[src/rdcs_pkg.sv]
// Package for the robot drive command sequencer: item, result and
// configuration types, command codes and the wheel drive helpers.
// No dependencies.
`default_nettype none

package rdcs_pkg;

   // item kinds
   localparam logic [1:0] KIND_TICK = 2'd0;
   localparam logic [1:0] KIND_BYTE = 2'd1;
   localparam logic [1:0] KIND_IR   = 2'd2;

   // command characters
   localparam logic [7:0] BYTE_FWD     = 8'h31;
   localparam logic [7:0] BYTE_REV     = 8'h32;
   localparam logic [7:0] BYTE_RSPIN   = 8'h33;
   localparam logic [7:0] BYTE_LSPIN   = 8'h34;
   localparam logic [7:0] BYTE_NOP     = 8'h35;
   localparam logic [7:0] BYTE_MAN_SIX = 8'h36;
   localparam logic [7:0] BYTE_MAN_SEV = 8'h37;

   localparam logic MANOEUVRE_SIX   = 1'b0;
   localparam logic MANOEUVRE_SEVEN = 1'b1;

   localparam logic [15:0] ELAPSED_MAX = 16'hFFFF;

   // configuration port
   localparam int CSR_INDEX_W = 3;
   localparam int CSR_DATA_W  = 16;
   localparam logic [CSR_INDEX_W-1:0] CSR_SPEED      = 3'd0;
   localparam logic [CSR_INDEX_W-1:0] CSR_NEAR_THR   = 3'd1;
   localparam logic [CSR_INDEX_W-1:0] CSR_FWD_PHASE  = 3'd2;
   localparam logic [CSR_INDEX_W-1:0] CSR_TURN_END   = 3'd3;
   localparam logic [CSR_INDEX_W-1:0] CSR_FINAL_END  = 3'd4;
   localparam logic [CSR_INDEX_W-1:0] CSR_REVERSE    = 3'd5;

   // floor(9*s/10) = (s * 9 * 52429) >> 19, exact for 9*s below 43699
   localparam logic [26:0] SPIN_MUL   = 27'd471861;
   localparam int          SPIN_SHIFT = 19;

   typedef struct packed {
      logic [7:0]  speed;
      logic [9:0]  near_threshold;
      logic [15:0] fwd_phase_ms;
      logic [15:0] turn_end_ms;
      logic [15:0] final_end_ms;
      logic [15:0] reverse_ms;
   } cfg_type;

   typedef struct packed {
      logic [1:0] command;
      logic [7:0] rx_byte;
      logic [9:0] ir_sample;
   } item_type;

   typedef struct packed {
      logic       left_forward;
      logic [7:0] left_duty;
      logic       right_forward;
      logic [7:0] right_duty;
      logic       manoeuvre_busy;
   } result_type;

   typedef struct packed {
      logic       forward;
      logic [7:0] duty;
   } wheel_type;

   localparam wheel_type WHEEL_STOP = '{forward: 1'b1, duty: 8'd0};

   // zero drive always reads forward; magnitude never exceeds 255
   function automatic wheel_type drive_wheel(logic reverse, logic [7:0] mag);
      wheel_type w;
      w.forward = !reverse || (mag == 8'd0);
      w.duty    = mag;
      return w;
   endfunction

   function automatic logic [7:0] spin_speed(logic [7:0] speed);
      logic [26:0] prod;
      prod = {19'd0, speed} * SPIN_MUL;
      return prod[SPIN_SHIFT+7:SPIN_SHIFT];
   endfunction

endpackage

`default_nettype wire

[src/rdcs_if.sv]
// Handshake channels of the sequencer: request items and drive results.
// Plain valid/ready transfer; no dependencies.
`default_nettype none

interface rdcs_req_if;
   logic       valid;
   logic       ready;
   logic [1:0] command;
   logic [7:0] rx_byte;
   logic [9:0] ir_sample;

   modport source (output valid, command, rx_byte, ir_sample, input ready);
   modport sink   (input valid, command, rx_byte, ir_sample, output ready);
endinterface

interface rdcs_rsp_if;
   logic       valid;
   logic       ready;
   logic       left_forward;
   logic [7:0] left_duty;
   logic       right_forward;
   logic [7:0] right_duty;
   logic       manoeuvre_busy;

   modport source (output valid, left_forward, left_duty, right_forward, right_duty,
                   manoeuvre_busy, input ready);
   modport sink   (input valid, left_forward, left_duty, right_forward, right_duty,
                   manoeuvre_busy, output ready);
endinterface

`default_nettype wire

[src/rdcs_cfg_regs.sv]
// Configuration register file of the sequencer, written through a plain
// write port. Depends on rdcs_pkg.
`default_nettype none

module rdcs_cfg_regs import rdcs_pkg::*; (
   input  wire logic                   clock,
   input  wire logic                   reset,
   input  wire logic                   csr_we,
   input  wire logic [CSR_INDEX_W-1:0] csr_index,
   input  wire logic [CSR_DATA_W-1:0]  csr_wdata,
   output cfg_type                     cfg
);

   cfg_type cfg_ff;
   cfg_type cfg_in;

   always_comb begin
      cfg_in = cfg_ff;
      if (csr_we) begin
         case (csr_index)
            CSR_SPEED:     cfg_in.speed          = csr_wdata[7:0];
            CSR_NEAR_THR:  cfg_in.near_threshold = csr_wdata[9:0];
            CSR_FWD_PHASE: cfg_in.fwd_phase_ms   = csr_wdata;
            CSR_TURN_END:  cfg_in.turn_end_ms    = csr_wdata;
            CSR_FINAL_END: cfg_in.final_end_ms   = csr_wdata;
            CSR_REVERSE:   cfg_in.reverse_ms     = csr_wdata;
            default:       ;
         endcase
      end
   end

   always_ff @(posedge clock) begin
      if (reset) begin
         cfg_ff.speed          <= 8'd255;
         cfg_ff.near_threshold <= 10'd166;
         cfg_ff.fwd_phase_ms   <= 16'd1000;
         cfg_ff.turn_end_ms    <= 16'd3500;
         cfg_ff.final_end_ms   <= 16'd4500;
         cfg_ff.reverse_ms     <= 16'd1000;
      end else begin
         cfg_ff <= cfg_in;
      end
   end

   assign cfg = cfg_ff;

endmodule

`default_nettype wire

[src/rdcs_drive_core.sv]
// Drive state of the sequencer and its single-pass update for one item.
// Depends on rdcs_pkg.
`default_nettype none

module rdcs_drive_core import rdcs_pkg::*; (
   input  wire logic     clock,
   input  wire logic     reset,
   input  wire logic     update,
   input  wire item_type item,
   input  wire cfg_type  cfg,
   output result_type    result_next
);

   wheel_type   left_ff, left_in;
   wheel_type   right_ff, right_in;
   logic        busy_ff, busy_in;
   logic        kind_ff, kind_in;
   logic [15:0] elapsed_ff, elapsed_in;
   logic [7:0]  spin;

   assign spin = spin_speed(cfg.speed);

   always_comb begin
      left_in    = left_ff;
      right_in   = right_ff;
      busy_in    = busy_ff;
      kind_in    = kind_ff;
      elapsed_in = elapsed_ff;
      case (item.command)
         KIND_TICK: begin
            if (busy_ff) begin
               elapsed_in = (elapsed_ff == ELAPSED_MAX) ? elapsed_ff : elapsed_ff + 16'd1;
               if (kind_ff == MANOEUVRE_SIX) begin
                  if (elapsed_in < cfg.fwd_phase_ms) begin
                     left_in  = drive_wheel(1'b0, cfg.speed);
                     right_in = drive_wheel(1'b0, cfg.speed);
                  end else if (elapsed_in < cfg.turn_end_ms) begin
                     left_in  = drive_wheel(1'b1, cfg.speed);
                     right_in = drive_wheel(1'b0, cfg.speed);
                  end else if (elapsed_in < cfg.final_end_ms) begin
                     left_in  = drive_wheel(1'b0, cfg.speed);
                     right_in = drive_wheel(1'b0, cfg.speed);
                  end else begin
                     left_in  = WHEEL_STOP;
                     right_in = WHEEL_STOP;
                     busy_in  = 1'b0;
                  end
               end else begin
                  if (elapsed_in < cfg.reverse_ms) begin
                     left_in  = drive_wheel(1'b1, cfg.speed);
                     right_in = drive_wheel(1'b1, cfg.speed);
                  end else begin
                     left_in  = WHEEL_STOP;
                     right_in = WHEEL_STOP;
                     busy_in  = 1'b0;
                  end
               end
            end
         end
         KIND_BYTE: begin
            case (item.rx_byte)
               BYTE_FWD: begin
                  left_in  = drive_wheel(1'b0, cfg.speed);
                  right_in = drive_wheel(1'b0, cfg.speed);
               end
               BYTE_REV: begin
                  left_in  = drive_wheel(1'b1, cfg.speed);
                  right_in = drive_wheel(1'b1, cfg.speed);
               end
               BYTE_RSPIN: begin
                  left_in  = drive_wheel(1'b0, spin);
                  right_in = drive_wheel(1'b1, spin);
               end
               BYTE_LSPIN: begin
                  left_in  = drive_wheel(1'b1, spin);
                  right_in = drive_wheel(1'b0, spin);
               end
               BYTE_NOP: ;
               BYTE_MAN_SIX, BYTE_MAN_SEV: begin
                  // ignored while a manoeuvre is running
                  if (!busy_ff) begin
                     elapsed_in = 16'd0;
                     busy_in    = 1'b1;
                     kind_in    = (item.rx_byte == BYTE_MAN_SEV) ? MANOEUVRE_SEVEN
                                                                 : MANOEUVRE_SIX;
                     left_in    = drive_wheel(kind_in, cfg.speed);
                     right_in   = drive_wheel(kind_in, cfg.speed);
                  end
               end
               default: begin
                  left_in  = WHEEL_STOP;
                  right_in = WHEEL_STOP;
                  busy_in  = 1'b0;
               end
            endcase
         end
         KIND_IR: begin
            if (item.ir_sample >= cfg.near_threshold) begin
               left_in  = WHEEL_STOP;
               right_in = WHEEL_STOP;
               busy_in  = 1'b0;
            end
         end
         default: ;
      endcase
   end

   always_ff @(posedge clock) begin
      if (reset) begin
         left_ff    <= WHEEL_STOP;
         right_ff   <= WHEEL_STOP;
         busy_ff    <= 1'b0;
         kind_ff    <= MANOEUVRE_SIX;
         elapsed_ff <= 16'd0;
      end else if (update) begin
         left_ff    <= left_in;
         right_ff   <= right_in;
         busy_ff    <= busy_in;
         kind_ff    <= kind_in;
         elapsed_ff <= elapsed_in;
      end
   end

   assign result_next.left_forward   = left_in.forward;
   assign result_next.left_duty      = left_in.duty;
   assign result_next.right_forward  = right_in.forward;
   assign result_next.right_duty     = right_in.duty;
   assign result_next.manoeuvre_busy = busy_in;

endmodule

`default_nettype wire

[src/robot_drive_command_sequencer_top.sv]
// Robot drive command sequencer, top level.
// An item waits in the input register stage until the result register is free, then is
// applied to the drive state and its result is registered in the result register stage.
// Throughput: one item per cycle while responses are accepted without stalling.
// Reset (synchronous, active high): wheels forward at duty 0, idle, config at defaults.
`default_nettype none

module robot_drive_command_sequencer_top import rdcs_pkg::*; (
   input  wire logic                   clock,
   input  wire logic                   reset,
   rdcs_req_if.sink                    req_ch,
   rdcs_rsp_if.source                  rsp_ch,
   input  wire logic                   csr_we,
   input  wire logic [CSR_INDEX_W-1:0] csr_index,
   input  wire logic [CSR_DATA_W-1:0]  csr_wdata
);

   cfg_type    cfg;
   item_type   req_item;
   result_type result_next;

   // input register stage
   logic       s1_valid_ff, s1_valid_in;
   item_type   s1_item_ff;
   // result register stage
   logic       rsp_valid_ff, rsp_valid_in;
   result_type rsp_result_ff;

   logic req_xfer;
   logic advance;   // s1 item applied to the drive state this cycle

   assign req_item.command   = req_ch.command;
   assign req_item.rx_byte   = req_ch.rx_byte;
   assign req_item.ir_sample = req_ch.ir_sample;

   // s1 moves on whenever the result register is empty or being drained
   assign advance      = s1_valid_ff && (!rsp_valid_ff || rsp_ch.ready);
   assign req_ch.ready = !s1_valid_ff || advance;
   assign req_xfer     = req_ch.valid && req_ch.ready;

   assign s1_valid_in  = req_xfer || (s1_valid_ff && !advance);
   assign rsp_valid_in = advance || (rsp_valid_ff && !rsp_ch.ready);

   rdcs_cfg_regs u_cfg (
      .clock     (clock),
      .reset     (reset),
      .csr_we    (csr_we),
      .csr_index (csr_index),
      .csr_wdata (csr_wdata),
      .cfg       (cfg)
   );

   rdcs_drive_core u_core (
      .clock       (clock),
      .reset       (reset),
      .update      (advance),
      .item        (s1_item_ff),
      .cfg         (cfg),
      .result_next (result_next)
   );

   always_ff @(posedge clock) begin
      if (reset) begin
         s1_valid_ff  <= 1'b0;
         rsp_valid_ff <= 1'b0;
      end else begin
         s1_valid_ff  <= s1_valid_in;
         rsp_valid_ff <= rsp_valid_in;
      end
   end

   // payload registers, no reset
   always_ff @(posedge clock) begin
      if (req_xfer) begin
         s1_item_ff <= req_item;
      end
      if (advance) begin
         rsp_result_ff <= result_next;
      end
   end

   assign rsp_ch.valid          = rsp_valid_ff;
   assign rsp_ch.left_forward   = rsp_result_ff.left_forward;
   assign rsp_ch.left_duty      = rsp_result_ff.left_duty;
   assign rsp_ch.right_forward  = rsp_result_ff.right_forward;
   assign rsp_ch.right_duty     = rsp_result_ff.right_duty;
   assign rsp_ch.manoeuvre_busy = rsp_result_ff.manoeuvre_busy;

   // ---- assertions ----

   // nothing is left in flight across reset
   a_reset_empty: assert property (@(posedge clock)
      $past(reset) |-> (!s1_valid_ff && !rsp_valid_ff))
      else $error("pipeline not empty after reset");

   // request side only stalls when both stages are full and the response is held
   a_ready_cause: assert property (@(posedge clock) disable iff (reset)
      !req_ch.ready |-> (s1_valid_ff && rsp_valid_ff && !rsp_ch.ready))
      else $error("request stalled without a full pipeline");

   // a blocked s1 item keeps its payload
   a_s1_hold: assert property (@(posedge clock) disable iff (reset)
      (s1_valid_ff && !advance) |=> (s1_valid_ff && $stable(s1_item_ff)))
      else $error("s1 item lost while blocked");

   // a wheel at zero duty always reads forward
   a_zero_fwd: assert property (@(posedge clock) disable iff (reset)
      (rsp_valid_ff && (rsp_result_ff.left_duty == 8'd0 || rsp_result_ff.right_duty == 8'd0))
      |-> ((rsp_result_ff.left_duty != 8'd0 || rsp_result_ff.left_forward) &&
           (rsp_result_ff.right_duty != 8'd0 || rsp_result_ff.right_forward)))
      else $error("zero duty with reverse direction");

endmodule

`default_nettype wire
[src/flat_wrapper.sv]
// flat-port wrapper written by rule: the top's interface ports become plain ports
module robot_drive_command_sequencer_top_flat import rdcs_pkg::*;
  (clock, reset, csr_we, csr_index, csr_wdata, req_ch_valid, req_ch_command, req_ch_rx_byte, req_ch_ir_sample, req_ch_ready, rsp_ch_valid, rsp_ch_left_forward, rsp_ch_left_duty, rsp_ch_right_forward, rsp_ch_right_duty, rsp_ch_manoeuvre_busy, rsp_ch_ready);
  rdcs_req_if req_ch_i ();
  rdcs_rsp_if rsp_ch_i ();
  input  wire logic clock;
  input  wire logic reset;
  input  wire logic csr_we;
  input  wire logic [CSR_INDEX_W-1:0] csr_index;
  input  wire logic [CSR_DATA_W-1:0] csr_wdata;
  input wire logic [$bits(req_ch_i.valid)-1:0] req_ch_valid;
  input wire logic [$bits(req_ch_i.command)-1:0] req_ch_command;
  input wire logic [$bits(req_ch_i.rx_byte)-1:0] req_ch_rx_byte;
  input wire logic [$bits(req_ch_i.ir_sample)-1:0] req_ch_ir_sample;
  output wire logic [$bits(req_ch_i.ready)-1:0] req_ch_ready;
  output wire logic [$bits(rsp_ch_i.valid)-1:0] rsp_ch_valid;
  output wire logic [$bits(rsp_ch_i.left_forward)-1:0] rsp_ch_left_forward;
  output wire logic [$bits(rsp_ch_i.left_duty)-1:0] rsp_ch_left_duty;
  output wire logic [$bits(rsp_ch_i.right_forward)-1:0] rsp_ch_right_forward;
  output wire logic [$bits(rsp_ch_i.right_duty)-1:0] rsp_ch_right_duty;
  output wire logic [$bits(rsp_ch_i.manoeuvre_busy)-1:0] rsp_ch_manoeuvre_busy;
  input wire logic [$bits(rsp_ch_i.ready)-1:0] rsp_ch_ready;
  assign req_ch_i.valid = req_ch_valid;
  assign req_ch_i.command = req_ch_command;
  assign req_ch_i.rx_byte = req_ch_rx_byte;
  assign req_ch_i.ir_sample = req_ch_ir_sample;
  assign req_ch_ready = req_ch_i.ready;
  assign rsp_ch_valid = rsp_ch_i.valid;
  assign rsp_ch_left_forward = rsp_ch_i.left_forward;
  assign rsp_ch_left_duty = rsp_ch_i.left_duty;
  assign rsp_ch_right_forward = rsp_ch_i.right_forward;
  assign rsp_ch_right_duty = rsp_ch_i.right_duty;
  assign rsp_ch_manoeuvre_busy = rsp_ch_i.manoeuvre_busy;
  assign rsp_ch_i.ready = rsp_ch_ready;
  robot_drive_command_sequencer_top u_core (.clock(clock), .reset(reset), .req_ch(req_ch_i), .rsp_ch(rsp_ch_i), .csr_we(csr_we), .csr_index(csr_index), .csr_wdata(csr_wdata));
endmodule
[config.mk]
export PLATFORM = sky130hd
export DESIGN_NAME = robot_drive_command_sequencer_top_flat
export DESIGN_NICKNAME = d
export VERILOG_FILES = /design/src/rdcs_pkg.sv /design/src/rdcs_if.sv /design/src/rdcs_cfg_regs.sv /design/src/rdcs_drive_core.sv /design/src/robot_drive_command_sequencer_top.sv /design/src/flat_wrapper.sv
export SDC_FILE = /design/constraint.sdc
export NUM_CORES = 1
export LEC_CHECK = 0
export BUFFER_PORTS_ARGS = -buffer_cell sky130_fd_sc_hd__buf_2
export CORE_UTILIZATION = 30
export CTS_CLUSTER_SIZE = 12
export DETAILED_ROUTE_END_ITERATION = 10
export SYNTH_ARGS = -nofsm -noshare
export SYNTH_HDL_FRONTEND = slang
export SYNTH_SLANG_ARGS = --single-unit
[constraint.sdc]
create_clock -name clock -period 12.2 [get_ports clock]
set_input_delay 1.83 -clock clock [delete_from_list [all_inputs] [get_ports clock]]
set_output_delay 1.83 -clock clock [all_outputs]
set_load 0.1 [all_outputs]
# ---- Word-level counts from Yosys, hierarchy flattened
# Index checks and enable logic that the tools add are counted.
dict set report classes {
  add_sub_neg 1
  multipliers 1
  div 0
  magnitude_cmp 5
  n_eq_ne 18
  shifts 0
  mux 33
  bitwise 1
  reduce_logical 29
}
# cell count
set ops {}
lappend ops {{$pmux W9 S6} 2}
lappend ops {{$mux W9} 11}
lappend ops {{$lt A16 B16 Y1} 4}
lappend ops {{$mux W16} 4}
lappend ops {{$eq A8 B6 Y1 const B} 7}
lappend ops {{$pmux W9 S3} 2}
lappend ops {{$pmux W16 S2} 1}
lappend ops {{$mul A8 B19 Y27 const B} 1}
lappend ops {{$mux W8} 3}
lappend ops {{$add A16 B1 Y16 const B} 1}
lappend ops {{$eq A16 B16 Y1 const B} 1}
lappend ops {{$logic_not A8 Y1} 2}
lappend ops {{$reduce_and A2 Y1} 6}
lappend ops {{$ge A10 B10 Y1} 1}
lappend ops {{$mux W1} 8}
lappend ops {{$eq A3 B2 Y1 const B} 2}
lappend ops {{$eq A3 B3 Y1 const B} 2}
lappend ops {{$ne A2 B2 Y1 const B} 3}
lappend ops {{$logic_not A1 Y1} 5}
lappend ops {{$logic_or A1 B1 Y1} 5}
lappend ops {{$reduce_and A5 Y1} 1}
lappend ops {{$reduce_or A5 Y1} 1}
lappend ops {{$logic_and A1 B1 Y1} 4}
lappend ops {{$reduce_and A4 Y1} 1}
lappend ops {{other kinds (10)} 10}
dict set report totals {
  regBits 159
  latchBits 0
  ram_bits 0
  mem_bits_ro 0
  in_bits 44
  out_inout_bits 21
  elab_cells 111
  n_memories 0
}

# ---- Depth between registers and ports, before layout
# Gate-level depths: netlist of run 1.
dict set report logic_depth {
  ltp_word 9
  depth_mapped 19
  depth_no_buf 18
}

# ---- Modules after synthesis
# Synthesis of run 1 repeated with hierarchy kept, for this count alone.
dict set report hier_totals {
  hier_cells 1218
  area_unflattened_um2 11131.9
}
# module instances cells_per_inst area_per_inst_um2 seq_area_each_um2
set by_module_without_submodules {}
lappend by_module_without_submodules {rdcs_drive_core 1 863 6618.8 720.7}
lappend by_module_without_submodules {rdcs_cfg_regs 1 306 3238.1 1641.6}
lappend by_module_without_submodules {robot_drive_command_sequencer_top 1 49 1275.0 1211.2}

# ---- Worst setup path after synthesis of run 1
# Ideal clock, no wire load.
dict set report synth_timing {
  kind {reg2reg}
  start {reg u_core.u_cfg.cfg_ff, in the netlist u_core.u_cfg.cfg[80]}
  end {reg u_core.u_core.left_ff[8] (netlist name)}
  setup_time_ps 81
  arrival_time_ps 4899
  required_ps 12119
  path_slack_ps 7220
  stages_incl_launch_ff 18
  path_buffers 0
  period_less_slack_ps 4980
  cell_sequence {dfxtp_1 inv_1 ha_1 fa_1 fa_1 inv_1 fa_1 inv_1 ha_1 inv_1 o21a_1 a2111oi_0 a221o_1 a21oi_1 xor2_1 nand4_1 or4_1 a41oi_1}
}
dict set report synth_via {
  elab_chain_cells 6
  word_cells_on_any_way 12
  classes_between {1 x mul; 8 x mux; 3 x reduce/logical}
}
# element line_no
set synth_rtl {}
lappend synth_rtl {{start: declaration} rdcs_cfg_regs.sv:14} ;# cfg_type cfg_ff;
lappend synth_rtl {{start signal: assignment} rdcs_cfg_regs.sv:41} ;# cfg_ff <= cfg_in;
lappend synth_rtl {{parallel branches: the longest is 5 deep, another holds $mul A8 B19 Y27} -}
lappend synth_rtl {{$pmux W9 S3 (*)} rdcs_drive_core.sv:29} ;# case (item.command)
lappend synth_rtl {{end signal: assignment} rdcs_drive_core.sv:116} ;# left_ff <= left_in;
lappend synth_rtl {{end: declaration} rdcs_drive_core.sv:14} ;# wheel_type left_ff, left_in;
# Mark *: on every way between the ends.
# A chain may end at the register's enable or synchronous reset.

# ---- Worst setup path after layout of run 1
# Ends and elaborated chain as after synthesis.

==> results of run 1 <==
==> Yosys cell counts (23+ instances only) <==
library cell and count:
a21o_1 26, a21oi_1 117, clkbuf_1 34, dfxtp_1 120, edfxtp_1 39, fa_1 26
ha_1 142, inv_1 142, nand2_1 211, nand3_1 23, nor2_1 65, o211ai_1 44
o21ai_0 32
==> registers in the layout, summed over array words and instances, names as in the netlist <==
name                          count
u_core.rsp_ch.right_forward       1
u_core.u_core.elapsed_ff         16
u_core.u_core.busy_ff             1
u_core.s1_valid_ff                1
u_core.rsp_ch.manoeuvre_busy      1
u_core.rsp_ch.valid               1
u_core.rsp_ch.right_duty          8
u_core.u_core.kind_ff             1
u_core.u_core.right_ff            9
u_core.u_core.left_ff             9
u_core.u_cfg.cfg                 82
u_core.s1_item_ff                20
u_core.rsp_ch.left_duty           8
u_core.rsp_ch.left_forward        1
==> how the worst min path moves through the flow <==
stage / slack [ns] / from / to
after floorplan: 0.43 / u_core.u_cfg.cfg[48] / u_core.u_cfg.cfg[48]
after global placement: 0.44 / u_core.u_cfg.cfg[17] / u_core.u_cfg.cfg[17]
after detailed placement: 0.45 / u_core.u_cfg.cfg[73] / u_core.u_cfg.cfg[73]
after CTS: 0.46 / u_core.u_cfg.cfg[73] / u_core.u_cfg.cfg[73]
after global routing: 0.47 / u_core.u_cfg.cfg[50] / u_core.u_cfg.cfg[50]
final: 0.45 / u_core.u_cfg.cfg[73] / u_core.u_cfg.cfg[73]
==> per-stage QoR <==
stage / hold slack, ns / power [W] / util [%]
global placement: 0.443 / 0.00105 / 32.9
CTS: 0.456 / 0.00160 / 34.6
floorplan: 0.432 / 0.000932 / -
global route: 0.474 / 0.00169 / 34.6
detailed placement: 0.446 / 0.00105 / 32.9
finish: 0.454 / 0.00159 / 34.6
==> critical path, stage by stage, from the launching register on <==
cell and delay (ns):
dfxtp_1 0.55, inv_1 0.17, ha_1 0.38, fa_1 0.57
fa_1 0.53, inv_1 0.05, fa_1 0.53, inv_1 0.05
ha_1 0.39, a21oi_1 0.15, o21ai_0 0.13, a31o_2 0.26
a2111oi_0 0.64, nor2_1 0.10, nor2_1 0.14, xnor2_1 0.11
or4_1 0.56, a41oi_1 0.23
==> cell type report <==
type                       instances  area (µm²)
clock buffer                      21         482
clock inverter                    11         115
fill                            3558       22800
inverter                         143         537
multi-input combinational        899        6400
sequential                       159        3570
tap                              455         569
timing repair buffer              69         358
==> power groups by stage <==
stage	registers (W)	logic, W	clock network (W)
after CTS	0.000565	0.000481	0.000559
final	0.000565	0.000483	0.000544
after global routing	0.000566	0.000537	0.000585
after detailed placement	0.000577	0.000477	0
after global placement	0.000576	0.000478	0
after floorplan	0.000591	0.000341	0
==> kinds of logic (layout without fill, tap and decap cells) <==
family / Yosys count / after routing / synth area share (%)
simple gates: 394 / 394 / 16.8
xor+xnor: 22 / 22 / 2.01
buf+inv: 184 / 244 / 6.88
flops: 159 / 159 / 33.4
fa+ha+maj: 168 / 168 / 21.5
mux: 4 / 4 / 0.386
compound gates: 311 / 311 / 19.1
==> per-layer routing <==
layer	share of wire, %	up-vias	GRT usage, %
li1	-	4452	-
met1	49	4119	22.4
met2	44	215	24.9
met3	4.8	24	3.01
met4	1.8	0	5.23
met5	0	-	0
==> placed cells by master (no fill, tap or decap), types with 32 or more instances in the layout <==
cell type,n
a21oi_1,117
buf_2,64
dfxtp_1,120
edfxtp_1,39
ha_1,142
inv_1,141
nand2_1,211
nor2_1,65
o211ai_1,44
o21ai_0,32
==> impl_metrics.yaml, run 1 <==
logic_synthesis:
  synth_top_area_share_pct: 22.4
  synth-seq-area-share_pct: 33.4
  synthesis.area_um2: 10700
  synth_warnings: 0
  synthArstFlopShare_pct: 0
  postSynthCellCount: 1242
  synth_edf_count: 39
  ys_types: 84
  syn_nets: 1454
  synth_top_flop_cell: "dfxtp_1"
  synth_top_area_cell: "dfxtp_1"
  synth_area_leaders: "dfxtp_1 (22%), ha_1 (17%), edfxtp_1 (11%), nand2_1 (7.4%), a21oi_1 (5.5%)"
  avgSynthCellArea_um2: 8.62
  ys_ff_latch: 159
routing:
  drtAntennaViolNets: 0
  wl_per_cell_um: 16.1
  wl_mm: 28.3
  dr.pass1.iters: 5
  drt_iter0_drc: 527
  viasPerCell: 5.01
  dr_total_vias: 8810
  drc: 0
critical_path:
  worst-setup-path-type: "flop to flop"
  regToRegEndpoint: "u_core.u_core.left_ff[8]"
  critPathArrivalTime_ns: 5.98
  cp-endpoint: "u_core.u_core.left_ff[8]"
  r2r-start: "u_core.u_cfg.cfg[80]"
  reg2reg_depth: 17
  start_kind: "flop"
  reg2reg_slack_ns: 6.59
  startpoint: "u_core.u_cfg.cfg[80]"
  worstPathMaxFanout: 8
  critical_path_required_ns: 12.56
  end_kind: "flop"
global_routing:
  grt_overflow: 0
  first_global_vias: 8366
  antenna_found_initial: 0
  track_usage_pct: 16.1
  grt_max_degree: 82
  grt_pass1_wl_mm: 45.4
cells_and_area:
  syn2layout_area_growth_pct: 12.4
  postLayoutCellArea_um2: 12000
  num_antenna_cells: 0
  drive_gt1_share_pct: 9.68
  fin_nets: 1501
  stdcell_count: 1757
power_and_ir_drop:
  seq_power_share_pct: 35.5
  p_clk_share_pct: 34.2
  p_leak_nw: 5.21
  p_switching_w: 0.000550
  p_int_w: 0.00104
  sw_frac_of_total_pct: 34.6
  p_comb_share_pct: 30.3
  ir_drop_uv: 97.9
  powerDensity_nw_per_um2: 132
placed_design:
  port_buffers: 64
  place_congestion: 0.889
  dp_hpwl_mm: 21.6
  post_dp_cell_area_um2: 11400
  place_inst: 1725
  pre_cts_ws_ns: 6.62
clocking:
  cts_buffers: 17
  htreeDepth: 4
  clkLatencyLatePin_ns: 0.44
  clock_path_buffers: 2
  numClockSinks: 159
  post_cts_resized: 0
  postCtsSetupBuffers: 0
  clkTransAtPathRegs_ns: 0.07
  hold_buffers: 0
  cts_root_buf: "clkbuf_16"
  cts_tree: "done"
job:
  maxCapViolations: 0
timing:
  fin_worst_skew_ns: 0.00883
  rsz0062_at_grt: "no"
  finalHoldViolations: 0
  slew_headroom_pct: 34.3
  slew_viol_final: 0
  fin_ws_ns: 6.59
  setup_tns_ns: 0
  finalCritPeriodShare_pct: 46.0
  maxClockFrequency_ghz: 0.178
  finalSetupViolCount: 0
  worst_slew_pin_slew_ns: 0.985
  min_period_ns: 5.61
floorplanning:
  core_um2: 34800
  fp-row-count: 68
  die-width_um: 191
  die_h_um: 191
  floorplan.initialDensity_pct: 30.8
  ios: 65
  dieArea_um2: 36500
outcome:
  status: "completed"
worst_hold_path:
  whs_path_depth: 2
  hold_path_class: "flop to flop"
(Power assumes the default switching activity.)
==> run 2: changes to the inputs <==
==> constraint.sdc (replaced) <==
create_clock -name clock -period 4.8 [get_ports clock]
set_input_delay 0.72 -clock clock [delete_from_list [all_inputs] [get_ports clock]]
set_output_delay 0.72 -clock clock [all_outputs]
set_load 0.1 [all_outputs]
==> run 2 against run 1 <==
Compared with the run above: critical path depth fell by 1; routed wire length rose by 2.6%; sequential share of layout area fell by 1.9 points; clock power rose to 2.8 times the previous value; via count rose by 4.1%; first-iteration DRC count fell by 1.5%; hold slack got worse by 0.0097 ns; global-route usage rose by 0.36 points; utilization rose by 2.5 points; maximum frequency rose by 20%; clock skew rose by 0.0082 ns; register-to-register slack got worse by 6.5 ns; critical endpoint unchanged; largest cell class unchanged.
==> impl_metrics.yaml, run 2 (same netlist as run 1, synthesis figures left out) <==
power_and_ir_drop:
  ir_drop_uv: 267
  finalPower_w: 0.00459
  p_int_w: 0.00299
  powerDensity_nw_per_um2: 356
  p_switching_w: 0.00160
  sw_frac_of_total_pct: 34.9
  p_leak_nw: 5.59
  p_comb_share_pct: 35.7
  p_clk_share_pct: 33.1
  seq_power_share_pct: 31.2
cells_and_area:
  drive_gt1_share_pct: 17.8
  seqCellArea_um2: 3580
  fin_util_pct: 37.0
  fill_cells: 3546
  multi_input_area_um2: 6690
  fin_nets: 1568
  layout_common_cells: "nand2_1 (211), inv_1 (141), ha_1 (132)"
  syn2layout_area_growth_pct: 20.4
  num_antenna_cells: 0
  layout_commonest_cell: "nand2_1"
  largest_reg_flops: 82
global_routing:
  first_global_vias: 8842
  grt_max_degree: 73
  track_usage_pct: 16.5
  antenna_found_initial: 1
  grt_overflow: 0
  grt_pass1_wl_mm: 46.6
critical_path:
  worst-setup-path-type: "flop to flop"
  worstPathMaxFanout: 5
  critical_path_required_ns: 5.17
  critPathArrivalTime_ns: 5.05
  cp_slowest_cell: "fa_1"
  start_kind: "flop"
  reg2reg_slack_ns: 0.12
  slowest_delay_ns: 0.57
  cp_cell_sequence: "buf_4 > ha_1 > ha_1 > inv_1 > fa_1 > inv_1 > fa_1 > ha_4 > o211ai_1 > o31ai_4 > a2111oi_4 > nor2_1 > nor2_1 > xnor2_1 > or4_4 > a41oi_2"
  end_kind: "flop"
timing:
  slew_headroom_pct: 37.9
  min_period_ns: 4.68
  finalHoldViolations: 0
  finalCritPeriodShare_pct: 97.5
  rsz0062_at_grt: "yes"
  maxClockFrequency_ghz: 0.214
  fin_worst_skew_ns: 0.0170
  worst_slew_pin_slew_ns: 0.932
  finalSetupViolCount: 0
  slew_viol_final: 0
  fin_ws_ns: 0.122
  whs_ns: 0.445
placed_design:
  dp_hpwl_mm: 22.2
  pre_cts_ws_ns: -0.140
  port_buffers: 64
  place_congestion: 0.917
routing:
  dr.pass1.iters: 6
  drtAntennaViolNets: 0
  drc: 0
  drt_iter0_drc: 519
  dr_total_vias: 9168
  wl_per_cell_um: 15.9
  viasPerCell: 5.03
  wl_mm: 29.0
worst_hold_path:
  hold_path_class: "input pin to flop"
floorplanning:
  dieArea_um2: 36500
  die-width_um: 191
  ios: 65
  die_h_um: 191
  core_um2: 34800
  fp-row-count: 68
  floorplan.initialDensity_pct: 30.8
clocking:
  htreeDepth: 4
  clkTransAtPathRegs_ns: 0.07
  numClockSinks: 159
  clock_path_buffers: 2
  cts_tree: "done"
  cts_buffers: 17
  clkLatencyLatePin_ns: 0.45
  hold_buffers: 0
  cts_root_buf: "clkbuf_16"
job:
  maxCapViolations: 0
outcome:
  status: "completed"
## run 2: cell types whose count changed in the layout (fill, tap and decap cells not counted), sizes merged
cell,change
buf,+67
bufinv,+2
clkbuf,-2
inv,+2
clkinv,-1
clkinvlp,-1
## run 2: layout make-up
class / instances / share of cell area (%)
clock buffer: 19 / 3.60
clock inverter: 13 / 1.47
inverter: 143 / 4.16
multi-input combinational: 899 / 51.9
sequential: 159 / 27.8
tap: 455 / 4.42
timing repair buffer: 136 / 6.68
## run 2: worst max-delay path, delay by kind of cell, from the launching register on
family          cells  cell delay [ns]
buf+inv             3             0.26
xor+xnor            1             0.12
flops               1             0.36
simple gates        3             0.78
compound gates      4             1.19
fa+ha+maj           5             1.90
## run 2: timing repair
action | in CTS | in global routing
endpoints found under the setup margin | 11 | 28
pin swaps | 7 | 12
gates resized for setup | 19 | 36
gates cloned | 0 | 0
buffers inserted | 1 | 1
## run 2: per-layer routing
layer | wire [µm] | part of all wire [%] | track usage (%)
met1 | 14400 | 49 | 23.2
met2 | 12700 | 44 | 25.3
met3 | 1350 | 4.6 | 3.03
met4 | 590 | 2.0 | 5.17
met5 | 0 | 0 | 0
## run 2: power by group through the flow
stage	Clock (W)	Sequential, W	Combinational [W]
floorplan	0	0.00150	0.000881
global placement	0	0.00146	0.00137
detailed placement	0	0.00146	0.00137
CTS	0.00155	0.00143	0.00147
global route	0.00161	0.00143	0.00181
finish	0.00152	0.00143	0.00164
## run 2: final timing paths
check	depth (start not counted)	endpoint	startpoint
setup / recovery	16	u_core.u_core.left_ff[8]	u_core.u_cfg.cfg[79]
hold / removal	1	u_core.s1_item_ff[10]	req_ch_rx_byte[0]
setup reg to reg	16	u_core.u_core.left_ff[8]	u_core.u_cfg.cfg[79]
hold reg to reg	2	u_core.u_cfg.cfg[27]	u_core.u_cfg.cfg[27]
## run 2: stage by stage
step / area, µm² / instances / setup TNS [ns]
after floorplan: 10700 / 1242 / 0
after global placement: 11900 / 1790 / -0.0639
after detailed placement: 11900 / 1790 / -0.539
after CTS: 12700 / 1823 / 0
after global routing: 12900 / 1824 / -0.496
final: 12900 / 1824 / 0
==> run 3: changes to the inputs <==
--- a/config.mk
+++ b/config.mk
@@ -9,6 +9,8 @@
 export CORE_UTILIZATION = 30
 export CTS_CLUSTER_SIZE = 12
 export DETAILED_ROUTE_END_ITERATION = 10
+export PLACE_DENSITY_LB_ADDON = 0.2
+export SETUP_SLACK_MARGIN = 0.15
 export SYNTH_ARGS = -nofsm -noshare
 export SYNTH_HDL_FRONTEND = slang
 export SYNTH_SLANG_ARGS = --single-unit
==> run 3 against run 2 <==
Compared with the run above: via count shrank 0.62%; die area did not move; non-clock buffer count rose by 14; clock power down 9.9%; count of clock-buffer cells in the layout increased by 2; total power up 5.0%; hold slack gained 0.0085 ns; sequential power about the same; setup slack improved by 0.086 ns; global-route usage is 0.74 points higher; critical path type unchanged.
==> impl_metrics.yaml, run 3 (same netlist as run 1, synthesis figures left out) <==
routing:
  viasPerCell: 4.96
  drtAntennaViolNets: 0
  drc: 0
  dr_total_vias: 9111
  dr.pass1.iters: 5
  wl_per_cell_um: 16.6
  drt_iter0_drc: 434
  wl_mm: 30.5
clocking:
  numClockSinks: 159
  htreeDepth: 4
  cts_root_buf: "clkbuf_16"
  clock_path_buffers: 2
  cts_buffers: 17
  cts_tree: "done"
  clkLatencyLatePin_ns: 0.44
  clkTransAtPathRegs_ns: 0.07
global_routing:
  grt_pass1_wl_mm: 48.5
  track_usage_pct: 17.2
  first_global_vias: 8812
  antenna_found_initial: 0
  grt_overflow: 0
  grt_max_degree: 81
floorplanning:
  fp-row-count: 68
  dieArea_um2: 36500
  die-width_um: 191
  core_um2: 34800
  die_h_um: 191
  ios: 65
  floorplan.initialDensity_pct: 30.8
critical_path:
  cp_slowest_cell: "or4_4"
  worst-setup-path-type: "flop to flop"
  critical_path_required_ns: 5.10
  critPathArrivalTime_ns: 4.89
  start_kind: "flop"
  regToRegEndpoint: "u_core.rsp_ch.left_forward"
  end_kind: "flop"
  reg2reg_depth: 16
  startpoint: "u_core.u_cfg.cfg[79]"
  reg2reg_slack_ns: 0.21
  worstPathMaxFanout: 7
  r2r-start: "u_core.u_cfg.cfg[79]"
  cp_cell_sequence: "buf_6 > ha_4 > ha_1 > inv_1 > fa_1 > inv_1 > fa_2 > ha_4 > o211ai_1 > o31ai_4 > a2111oi_4 > nor2_1 > nor2_2 > xnor2_2 > or4_4 > nand3_2"
  slowest_delay_ns: 0.56
worst_hold_path:
  whs_path_depth: 1
  hold_path_class: "input pin to flop"
  min_to: "u_core.s1_item_ff[2]"
  min_from: "req_ch_ir_sample[2]"
outcome:
  status: "completed"
timing:
  finalHoldViolations: 0
  worst_slew_pin_slew_ns: 0.986
  finalCritPeriodShare_pct: 95.7
  fin_worst_skew_ns: 0.0145
  slew_viol_final: 0
  setup_tns_ns: 0
  rsz0062_at_grt: "yes"
  finalSetupViolCount: 0
  min_period_ns: 4.59
  slew_headroom_pct: 34.3
  maxClockFrequency_ghz: 0.218
placed_design:
  place_congestion: 0.861
  dp_hpwl_mm: 22.8
  port_buffers: 64
  post_dp_cell_area_um2: 11900
cells_and_area:
  num_antenna_cells: 0
  fin_nets: 1582
  postLayoutCellArea_um2: 13300
  drive_gt1_share_pct: 22.1
  layout_commonest_cell: "nand2_1"
  largest_reg_flops: 82
  fin_util_pct: 38.2
  syn2layout_area_growth_pct: 24.1
  layout_common_cells: "nand2_1 (210), inv_1 (129), ha_1 (123)"
job:
  maxCapViolations: 0
power_and_ir_drop:
  powerDensity_nw_per_um2: 363
  p_leak_nw: 5.66
  ir_drop_uv: 254
-- run 3: cell types whose count changed in the layout (fill, tap and decap cells not counted), sizes merged --
cell / previous run / this run
buf: 136 / 150
clkbuf: 19 / 21
inv: 149 / 146
clkinvlp: 0 / 1
clkinv: 4 / 6
bufinv: 3 / 1
-- run 3: critical path, delay by kind of cell, from the launching register on --
kind | cells | cell delay (ns)
adder cells (fa/ha/maj) | 5 | 1.81
AO/OA/AOI/OAI | 3 | 1.01
AND/OR/NAND/NOR | 4 | 0.90
flip-flops | 1 | 0.36
buffers and inverters | 3 | 0.26
XOR/XNOR | 1 | 0.09
-- run 3: stage by stage --
stage / hold slack, ns / std cells / power (W) / setup WS [ns]
6_report: 0.453 / 1838 / 0.00482 / 0.208
5_1_grt: 0.431 / 1838 / 0.00508 / 0.0831
4_1_cts: 0.430 / 1822 / 0.00447 / 0.144
3_5_place_dp: 0.446 / 1783 / 0.00286 / -0.138
3_3_place_gp: 0.444 / 1783 / 0.00286 / -0.0645
2_1_floorplan: 0.432 / 1242 / 0.00240 / 0.159
-- run 3: how the worst max path moves through the flow --
| stage | to | depth (start not counted) |
|---|---|---|
| finish | u_core.rsp_ch.left_forward | 16 |
| global route | u_core.rsp_ch.left_forward | 16 |
| CTS | u_core.u_core.left_ff[8] | 18 |
| detailed placement | u_core.u_core.left_ff[8] | 18 |
| global placement | u_core.u_core.left_ff[8] | 18 |
| floorplan | u_core.u_core.left_ff[8] | 18 |
-- run 3: final cells by class --
cell class	instances	area, µm²
sequential	159	3590
clock buffer	21	482
clock inverter	11	101
timing repair buffer	150	973
inverter	143	537
tap	455	569
multi-input combinational	899	7030
fill	3523	21500
-- run 3: repair_timing --
item / in CTS / in global routing
hold buffers: 0 / 0
setup buffers: 7 / 16
endpoints found under the setup margin: 14 / 33
cloned: 0 / 0
gates resized for setup: 46 / 70
pin swaps: 19 / 53
-- run 3: power breakdown --
group          internal, W  switching (W)  total [W]  leakage (nW)
Sequential         0.00141      0.0000222    0.00143          1.34
Clock             0.000777       0.000591    0.00137         0.291
Combinational     0.000916        0.00110    0.00202          4.03
Total              0.00310        0.00172    0.00482          5.66
-- run 3: layer usage --
metal	up-vias	global-route usage (%)	routed length, µm
li1	4607	-	-
met1	4353	24.5	15600
met2	134	27.0	13800
met3	17	2.64	814
met4	0	4.22	257
met5	-	0	0
